`src/sha256_pkg.sv`:
```
// ----------------------------------------------------------------------------
// sha256_pkg
// Shared types, round constants and helper functions for the SHA-256 hasher.
// ----------------------------------------------------------------------------
package sha256_pkg;

  // input request: one big-endian message word
  typedef struct packed {
    logic [31:0] msg_word;
    logic [2:0]  byte_count;
    logic        last_word;
  } sh_in_t;

  // output request: one quarter of the digest
  typedef struct packed {
    logic [63:0] digest_part;
    logic [1:0]  part_index;
    logic        last_part;
  } sh_out_t;

  // source of a word pushed into the block buffer
  typedef enum logic [2:0] {
    SEL_MSG,
    SEL_PAD80,
    SEL_ZERO,
    SEL_LEN_HI,
    SEL_LEN_LO
  } word_sel_e;

  // controller to datapath commands
  typedef struct packed {
    logic      push;
    word_sel_e sel;
    logic      add_len;
    logic      load_work;
    logic      round;
    logic [5:0] rnd;
    logic      update;
    logic      reinit;
    logic [1:0] part;
  } sh_cmd_t;

  // datapath to controller status
  typedef struct packed {
    logic [3:0] pos;
    logic       wrap;
  } sh_sts_t;

  localparam logic [7:0]  PAD_BYTE     = 8'h80;
  localparam logic [3:0]  LEN_WORD_POS = 4'd14;
  localparam logic [5:0]  LAST_ROUND   = 6'd63;
  localparam logic [1:0]  LAST_PART    = 2'd3;

  localparam logic [31:0] IV [8] = '{
    32'h6a09e667, 32'hbb67ae85, 32'h3c6ef372, 32'ha54ff53a,
    32'h510e527f, 32'h9b05688c, 32'h1f83d9ab, 32'h5be0cd19
  };

  localparam logic [31:0] K [64] = '{
    32'h428a2f98, 32'h71374491, 32'hb5c0fbcf, 32'he9b5dba5,
    32'h3956c25b, 32'h59f111f1, 32'h923f82a4, 32'hab1c5ed5,
    32'hd807aa98, 32'h12835b01, 32'h243185be, 32'h550c7dc3,
    32'h72be5d74, 32'h80deb1fe, 32'h9bdc06a7, 32'hc19bf174,
    32'he49b69c1, 32'hefbe4786, 32'h0fc19dc6, 32'h240ca1cc,
    32'h2de92c6f, 32'h4a7484aa, 32'h5cb0a9dc, 32'h76f988da,
    32'h983e5152, 32'ha831c66d, 32'hb00327c8, 32'hbf597fc7,
    32'hc6e00bf3, 32'hd5a79147, 32'h06ca6351, 32'h14292967,
    32'h27b70a85, 32'h2e1b2138, 32'h4d2c6dfc, 32'h53380d13,
    32'h650a7354, 32'h766a0abb, 32'h81c2c92e, 32'h92722c85,
    32'ha2bfe8a1, 32'ha81a664b, 32'hc24b8b70, 32'hc76c51a3,
    32'hd192e819, 32'hd6990624, 32'hf40e3585, 32'h106aa070,
    32'h19a4c116, 32'h1e376c08, 32'h2748774c, 32'h34b0bcb5,
    32'h391c0cb3, 32'h4ed8aa4a, 32'h5b9cca4f, 32'h682e6ff3,
    32'h748f82ee, 32'h78a5636f, 32'h84c87814, 32'h8cc70208,
    32'h90befffa, 32'ha4506ceb, 32'hbef9a3f7, 32'hc67178f2
  };

  // rotate right by a constant amount
  function automatic logic [31:0] rotr(input logic [31:0] v, input int unsigned s);
    return (v >> s) | (v << (32 - s));
  endfunction

  function automatic logic [31:0] big_sigma0(input logic [31:0] v);
    return rotr(v, 2) ^ rotr(v, 13) ^ rotr(v, 22);
  endfunction

  function automatic logic [31:0] big_sigma1(input logic [31:0] v);
    return rotr(v, 6) ^ rotr(v, 11) ^ rotr(v, 25);
  endfunction

  function automatic logic [31:0] small_sigma0(input logic [31:0] v);
    return rotr(v, 7) ^ rotr(v, 18) ^ (v >> 3);
  endfunction

  function automatic logic [31:0] small_sigma1(input logic [31:0] v);
    return rotr(v, 17) ^ rotr(v, 19) ^ (v >> 10);
  endfunction

endpackage

```
`src/sha256_ctrl.sv`:
```
// ----------------------------------------------------------------------------
// sha256_ctrl
// Sequencer: takes message words, drives padding, compression rounds,
// hash update and digest output.
// ----------------------------------------------------------------------------
module sha256_ctrl
  import sha256_pkg::*;
(
  input  logic    clk_i,
  input  logic    rst_ni,
  input  logic    in_valid_i,
  output logic    in_ready_o,
  input  sh_in_t  in_data_i,
  output logic    out_valid_o,
  input  logic    out_ready_i,
  output sh_cmd_t cmd_o,
  input  sh_sts_t sts_i
);

  typedef enum logic [2:0] {
    ST_IDLE,
    ST_PAD,
    ST_ROUND,
    ST_UPDATE,
    ST_OUT
  } state_e;

  typedef enum logic [1:0] {
    PH_80,
    PH_ZERO,
    PH_LO,
    PH_DONE
  } phase_e;

  state_e     state_q;
  phase_e     phase_q;
  logic       pad_q;
  logic [5:0] rnd_q;
  logic [1:0] part_q;
  logic       in_acc;
  logic       out_acc;
  logic       full_last;

  assign in_ready_o  = (state_q == ST_IDLE);
  assign out_valid_o = (state_q == ST_OUT);
  assign in_acc      = in_valid_i & in_ready_o;
  assign out_acc     = out_valid_o & out_ready_i;
  // a byte count of four or more takes the whole word
  assign full_last   = in_data_i.byte_count[2];

  // command decode
  always_comb begin
    cmd_o      = '0;
    cmd_o.sel  = SEL_MSG;
    cmd_o.rnd  = rnd_q;
    cmd_o.part = part_q;
    unique case (state_q)
      ST_IDLE: begin
        if (in_acc) begin
          cmd_o.push      = 1'b1;
          cmd_o.add_len   = 1'b1;
          cmd_o.load_work = sts_i.wrap;
        end
      end
      ST_PAD: begin
        cmd_o.push      = 1'b1;
        cmd_o.load_work = sts_i.wrap;
        unique case (phase_q)
          PH_80:   cmd_o.sel = SEL_PAD80;
          PH_ZERO: cmd_o.sel = (sts_i.pos == LEN_WORD_POS) ? SEL_LEN_HI : SEL_ZERO;
          PH_LO:   cmd_o.sel = SEL_LEN_LO;
          default: cmd_o.push = 1'b0;
        endcase
      end
      ST_ROUND:  cmd_o.round  = 1'b1;
      ST_UPDATE: cmd_o.update = 1'b1;
      ST_OUT:    cmd_o.reinit = out_acc && (part_q == LAST_PART);
      default: ;
    endcase
  end

  // state and sequencing registers
  always_ff @(posedge clk_i or negedge rst_ni) begin
    if (!rst_ni) begin
      state_q <= ST_IDLE;
      phase_q <= PH_80;
      pad_q   <= 1'b0;
      rnd_q   <= '0;
      part_q  <= '0;
    end else begin
      unique case (state_q)
        ST_IDLE: begin
          rnd_q <= '0;
          if (in_acc) begin
            if (in_data_i.last_word) begin
              pad_q   <= 1'b1;
              phase_q <= full_last ? PH_80 : PH_ZERO;
            end
            if (sts_i.wrap) begin
              state_q <= ST_ROUND;
            end else if (in_data_i.last_word) begin
              state_q <= ST_PAD;
            end
          end
        end
        ST_PAD: begin
          rnd_q <= '0;
          unique case (phase_q)
            PH_80:   phase_q <= PH_ZERO;
            PH_ZERO: if (sts_i.pos == LEN_WORD_POS) phase_q <= PH_LO;
            PH_LO:   phase_q <= PH_DONE;
            default: ;
          endcase
          if (sts_i.wrap) begin
            state_q <= ST_ROUND;
          end
        end
        ST_ROUND: begin
          rnd_q <= rnd_q + 6'd1;
          if (rnd_q == LAST_ROUND) begin
            state_q <= ST_UPDATE;
          end
        end
        ST_UPDATE: begin
          part_q <= '0;
          if (phase_q == PH_DONE) begin
            state_q <= ST_OUT;
          end else if (pad_q) begin
            state_q <= ST_PAD;
          end else begin
            state_q <= ST_IDLE;
          end
        end
        ST_OUT: begin
          if (out_acc) begin
            part_q <= part_q + 2'd1;
            if (part_q == LAST_PART) begin
              state_q <= ST_IDLE;
              pad_q   <= 1'b0;
              phase_q <= PH_80;
            end
          end
        end
        default: state_q <= ST_IDLE;
      endcase
    end
  end

endmodule

```
`src/sha256_datapath.sv`:
```
// ----------------------------------------------------------------------------
// sha256_datapath
// Block buffer with message schedule, working variables, round function,
// hash state and message length counter.
// ----------------------------------------------------------------------------
module sha256_datapath
  import sha256_pkg::*;
(
  input  logic    clk_i,
  input  logic    rst_ni,
  input  sh_in_t  in_data_i,
  input  sh_cmd_t cmd_i,
  output sh_sts_t sts_o,
  output sh_out_t out_data_o
);

  logic [31:0] w_q    [16];
  logic [31:0] work_q [8];
  logic [31:0] hash_q [8];
  logic [63:0] len_q;
  logic [3:0]  pos_q;

  logic [2:0]  cnt;
  logic [31:0] msg_w;
  logic [31:0] push_w;
  logic [31:0] sched_w;
  logic [31:0] t1;
  logic [31:0] t2;
  logic [63:0] len_add;

  // buffer at its last slot: a push now completes the block
  assign sts_o.pos  = pos_q;
  assign sts_o.wrap = (pos_q == 4'd15);

  // byte count clamped to four
  assign cnt = in_data_i.byte_count[2] ? 3'd4 : in_data_i.byte_count;

  // last word: keep the valid bytes and place the pad byte after them; a full word passes unchanged
  always_comb begin
    msg_w = in_data_i.msg_word;
    if (in_data_i.last_word) begin
      unique case (cnt)
        3'd0:    msg_w = {PAD_BYTE, 24'h0};
        3'd1:    msg_w = {in_data_i.msg_word[31:24], PAD_BYTE, 16'h0};
        3'd2:    msg_w = {in_data_i.msg_word[31:16], PAD_BYTE, 8'h0};
        3'd3:    msg_w = {in_data_i.msg_word[31:8], PAD_BYTE};
        default: msg_w = in_data_i.msg_word;
      endcase
    end
  end

  // pushed word select
  always_comb begin
    unique case (cmd_i.sel)
      SEL_MSG:    push_w = msg_w;
      SEL_PAD80:  push_w = {PAD_BYTE, 24'h0};
      SEL_LEN_HI: push_w = len_q[63:32];
      SEL_LEN_LO: push_w = len_q[31:0];
      default:    push_w = '0;
    endcase
  end

  assign len_add = in_data_i.last_word ? {58'h0, cnt, 3'b000} : 64'd32;

  // message schedule word for this round
  assign sched_w = (cmd_i.rnd < 6'd16) ? w_q[0]
                 : w_q[0] + small_sigma0(w_q[1]) + w_q[9] + small_sigma1(w_q[14]);

  // round function
  assign t1 = work_q[7] + big_sigma1(work_q[4])
            + ((work_q[4] & work_q[5]) ^ (~work_q[4] & work_q[6]))
            + K[cmd_i.rnd] + sched_w;
  assign t2 = big_sigma0(work_q[0])
            + ((work_q[0] & work_q[1]) ^ (work_q[0] & work_q[2])
               ^ (work_q[1] & work_q[2]));

  // block buffer, shifted on every push and every round
  always_ff @(posedge clk_i) begin
    if (cmd_i.push || cmd_i.round) begin
      for (int i = 0; i < 15; i++) begin
        w_q[i] <= w_q[i+1];
      end
      w_q[15] <= cmd_i.push ? push_w : sched_w;
    end
  end

  // working variables
  always_ff @(posedge clk_i) begin
    if (cmd_i.load_work) begin
      for (int i = 0; i < 8; i++) begin
        work_q[i] <= hash_q[i];
      end
    end else if (cmd_i.round) begin
      for (int i = 1; i < 8; i++) begin
        work_q[i] <= work_q[i-1];
      end
      work_q[4] <= work_q[3] + t1;
      work_q[0] <= t1 + t2;
    end
  end

  // hash state, length and word position
  always_ff @(posedge clk_i or negedge rst_ni) begin
    if (!rst_ni) begin
      for (int i = 0; i < 8; i++) begin
        hash_q[i] <= IV[i];
      end
      len_q <= '0;
      pos_q <= '0;
    end else begin
      if (cmd_i.reinit) begin
        for (int i = 0; i < 8; i++) begin
          hash_q[i] <= IV[i];
        end
        len_q <= '0;
        pos_q <= '0;
      end else begin
        if (cmd_i.update) begin
          for (int i = 0; i < 8; i++) begin
            hash_q[i] <= hash_q[i] + work_q[i];
          end
        end
        if (cmd_i.add_len) begin
          len_q <= len_q + len_add;
        end
        if (cmd_i.push) begin
          pos_q <= pos_q + 4'd1;
        end
      end
    end
  end

  // digest output
  always_comb begin
    out_data_o.digest_part = {hash_q[{cmd_i.part, 1'b0}], hash_q[{cmd_i.part, 1'b1}]};
    out_data_o.part_index  = cmd_i.part;
    out_data_o.last_part   = (cmd_i.part == LAST_PART);
  end

endmodule

```
`src/sha256_hash_top.sv`:
```
// The hasher takes one message word per cycle while idle; the sixteenth word of
// a block starts 64 rounds on the single round unit and one hash update, and
// input is held off until they are done. After the last word, padding fills one
// or two blocks, then four digest parts are output, held while the receiver stalls.
// Reset loads the SHA-256 initial hash values and clears length and position.
// ----------------------------------------------------------------------------
// sha256_hash_top
// SHA-256 message hasher: message words in, four 64-bit digest parts out.
// ----------------------------------------------------------------------------
module sha256_hash_top
  import sha256_pkg::*;
(
  input  logic    clk_i,
  input  logic    rst_ni,
  input  logic    in_valid_i,
  output logic    in_ready_o,
  input  sh_in_t  in_data_i,
  output logic    out_valid_o,
  input  logic    out_ready_i,
  output sh_out_t out_data_o
);

  sh_cmd_t cmd;
  sh_sts_t sts;

  // sequencer
  sha256_ctrl u_ctrl (
    .clk_i       (clk_i),
    .rst_ni      (rst_ni),
    .in_valid_i  (in_valid_i),
    .in_ready_o  (in_ready_o),
    .in_data_i   (in_data_i),
    .out_valid_o (out_valid_o),
    .out_ready_i (out_ready_i),
    .cmd_o       (cmd),
    .sts_i       (sts)
  );

  // hash datapath
  sha256_datapath u_datapath (
    .clk_i      (clk_i),
    .rst_ni     (rst_ni),
    .in_data_i  (in_data_i),
    .cmd_i      (cmd),
    .sts_o      (sts),
    .out_data_o (out_data_o)
  );

endmodule

```
`config.mk`:
```
export PLATFORM = sky130hd
export DESIGN_NAME = sha256_hash_top
export DESIGN_NICKNAME = d
export VERILOG_FILES = /design/src/sha256_pkg.sv /design/src/sha256_ctrl.sv /design/src/sha256_datapath.sv /design/src/sha256_hash_top.sv
export SDC_FILE = /design/constraint.sdc
export NUM_CORES = 2
export LEC_CHECK = 0
export BUFFER_PORTS_ARGS = -buffer_cell sky130_fd_sc_hd__buf_2
export CELL_PAD_IN_SITES_DETAIL_PLACEMENT = 0
export CELL_PAD_IN_SITES_GLOBAL_PLACEMENT = 1
export CORE_MARGIN = 4
export CORE_UTILIZATION = 34
export CTS_BUF_LIST = sky130_fd_sc_hd__clkbuf_16
export CTS_CLUSTER_SIZE = 25
export DETAILED_ROUTE_END_ITERATION = 8
export GPL_TIMING_DRIVEN = 0
export PLACE_DENSITY_LB_ADDON = 0.25
export SLEW_MARGIN = 20
export SYNTH_ARGS = -nofsm -noshare
export SYNTH_HDL_FRONTEND = slang
export SYNTH_HIERARCHICAL = 1
export SYNTH_SLANG_ARGS = --single-unit
```
`constraint.sdc`:
```
create_clock -name clk_i -period 13.98 [get_ports clk_i]
set_input_delay 1.398 -clock clk_i [delete_from_list [all_inputs] [get_ports clk_i]]
set_output_delay 1.398 -clock clk_i [all_outputs]
set_load 0.02 [all_outputs]
```
==> impl_metrics.toml <==
[final_layout]
final_cell_mix = "nand2_1 (825), edfxtp_1 (768), nor2_1 (460), inv_1 (446), a21oi_1 (414)"
fin_util_pct = 38.7
drive_above_1_share_pct = 11.0
multi_input_area_um2 = 36300
area.growth.synth_to_final_pct = 13.3
layout_commonest_cell = "nand2_1"
register_area_um2 = 31600
nets = 7642
fill_cells = 20325

[critical_path]
critPathMaxStageDelay_ns = 0.83
worstPathArrival_ns = 13.79
critPathKind = "reg2reg"
end_kind = "flop"
critPathMaxFanout = 5
cpMaxStageDelayCell = "xnor2_1"
cp-start-kind = "flop"
required_ns = 14.50

[yosys]
synthMuxAreaShare_pct = 5.23
ys_warn_count = 6
synthSimpleGateAreaFrac_pct = 11.7
syn_avg_cell_area_um2 = 10.5
synth_top_family_by_area = "compound AO/OA/AOI/OAI gates"
syn-cell-area_um2 = 70600
yosysSeqAreaShare_pct = 44.8
synth_ff_type = "edfxtp_1"
synthArstFlopShare_pct = 30.4
synth_compound_area_share_pct = 14.2
synth_area_leader_cell = "edfxtp_1"
syn_inst = 6720
synth-xor-area-share_pct = 7.50
synth.area.top_cells = "edfxtp_1 (33%), ha_1 (7.1%), dfrtp_1 (7.1%)"
ys_types = 100
ys_ff_latch = 1103
synth.top_cell.area_share_pct = 32.7
synthAdderAreaFrac_pct = 12.7
synth.net_count = 7357
synth_edf_count = 768

[drt]
routed_via_density = 5.56
ant_nets = 1
postRouteWirelength_um = 299000
drc = 0
first_pass_iters = 7
vias = 54655
drtIter0Drc = 5968
wl_per_cell_um = 30.4

[clock_tree]
cts-resized-gates = 0
clock_path_buffers = 3
numClockSinks = 1103
cts_hold_buf = 0
path_clk_slew_ns = 0.06
post_cts.repair.setup_buffers = 0
h-tree-depth = 4
cts_made_buffers = 136
root_buffer = "clkbuf_16"
cts_tree = "built"
clk_latency_ns = 0.82

[sta]
drv_slew = 0
tightest_slew_ns = 1.23
relSlewSlack_pct = 17.5
rsz0062_at_grt = "false"
fin_setup_tns_ns = 0
fmax_ghz = 0.0753
fin_crit_sh_pct = 94.9
setup_viol_count_final = 0
finClkSkew_ns = 0.0522
hold_violations = 0
min_period_ns = 13.27

[floorplan]
die_area_um2 = 215000
initial_core_util_pct = 34.1
io_pins = 109
rows = 167
core_area_um2 = 207000
fp.dieW_um = 464
die_y_um = 464

[placed_design]
hpwl_um = 236000
place.gp.congestion = 0.996
port-buffer-count = 108

[global_routing]
grt_max_degree = 76
antenna_found_initial = 15
overflow = 0
grt_use_total_pct = 27.0
first_global_vias = 53889
grt_pass1_wl_um = 412000

[min_path]
hp-class = "reg2reg"

[outcome]
run_status = "finished with violations"
violations = "antenna rules"

[job]
maxCapViolCount = 0
-- cell usage after synthesis, types with 22 or more instances --
| master | n |
|---|---|
| o211ai_1 | 47 |
| and2_1 | 22 |
| nand4_1 | 30 |
| dfstp_2 | 136 |
| o21ai_0 | 417 |
| mux2_2 | 96 |
| edfxtp_1 | 768 |
| o21a_1 | 63 |
| nor2b_1 | 64 |
| o31ai_1 | 38 |
| o21bai_1 | 41 |
| or3_1 | 38 |
| clkbuf_1 | 239 |
| a211o_1 | 29 |
| o2bb2ai_1 | 24 |
| nand3_1 | 107 |
| mux4_2 | 74 |
| xnor2_1 | 409 |
| ha_1 | 400 |
| dfrtp_1 | 199 |
| a31oi_1 | 52 |
| a222oi_1 | 26 |
| nand2_1 | 825 |
| a21oi_1 | 418 |
| mux2i_1 | 92 |
| and3_1 | 58 |
| nor3_1 | 89 |
| nor2_1 | 462 |
| fa_1 | 197 |
| inv_1 | 416 |
| nand2b_1 | 63 |
| xor2_1 | 193 |
| buf_1 | 53 |
| a21o_1 | 187 |
| a211oi_1 | 58 |
-- area by class of cell --
type                       instances  area share [%]
clock buffer                     136            4.25
timing repair buffer             147            1.78
multi-input combinational       4890            45.4
antenna                           11          0.0344
tap                             2704            4.23
inverter                         424            1.99
clock inverter                   118            1.26
sequential                      1103            39.5
buffer                           303            1.56
-- worst max-delay path: cells and delay by family, from the launching register on --
family | cells | cell delay (ns)
AO/OA/AOI/OAI | 18 | 4.82
adder cells (fa/ha/maj) | 10 | 4.29
XOR/XNOR | 5 | 1.60
AND/OR/NAND/NOR | 6 | 1.16
flip-flops | 1 | 0.62
buffers and inverters | 7 | 0.49
-- final timing paths --
path                            slack, ns                  endpoint  cells after the start                   from
worst min register to register       0.40     u_datapath/w_q[1][53]                      0  u_datapath/w_q[1][85]
min in group asynchronous            0.55    u_datapath/hash_q[127]                      1                 rst_ni
worst max register to register       0.71  u_datapath/work_q[0][31]                     46  u_datapath/w_q[0][40]
max in group asynchronous           12.12      u_datapath/hash_q[0]                      3                 rst_ni
worst max-delay path                 0.71  u_datapath/work_q[0][31]                     46  u_datapath/w_q[0][40]
worst min-delay path                 0.40     u_datapath/w_q[1][53]                      0  u_datapath/w_q[1][85]
-- sequential cells by signal, indices dropped and copies added (netlist names), 3 cells and up --
name,cells
u_datapath/w_q,512
u_datapath/pos_q,4
u_datapath/len_q,61
u_ctrl/state_q,3
u_datapath/hash_q,256
u_ctrl/rnd_q,6
u_datapath/work_q,256
-- kinds of logic (layout without fill, tap and decap cells) --
group / Yosys count / after routing
AOI/OAI and AO/OA: 1572 / 1572
muxes: 264 / 264
xor gates and xnor gates: 603 / 603
DFF: 1103 / 1103
other: 0 / 11
buffers and inverters: 727 / 1128
adders and majority gates: 601 / 601
and+or+nand+nor: 1850 / 1850
-- per-stage QoR --
stage	worst slack (ns)	cell area [µm²]	hold WS (ns)	cells
after floorplan	4.36	70600	0.400	6720
after CTS	0.691	79900	0.391	9823
after global routing	0.207	80000	0.410	9826
final	0.707	80000	0.402	9836
after detailed placement	0.760	75500	0.405	9569
after global placement	0.740	74500	0.400	9532
-- layer usage --
layer	vias to the layer above	track usage [%]	wire length, µm
met5	-	0	9
met4	2	12.8	16500
met1	27559	35.0	123000
li1	24605	-	-
met3	470	4.13	19300
met2	2019	44.5	140000
Power is not shown: default switching activity piles up to over one toggle a cycle in this logic, so the estimate is an artifact.
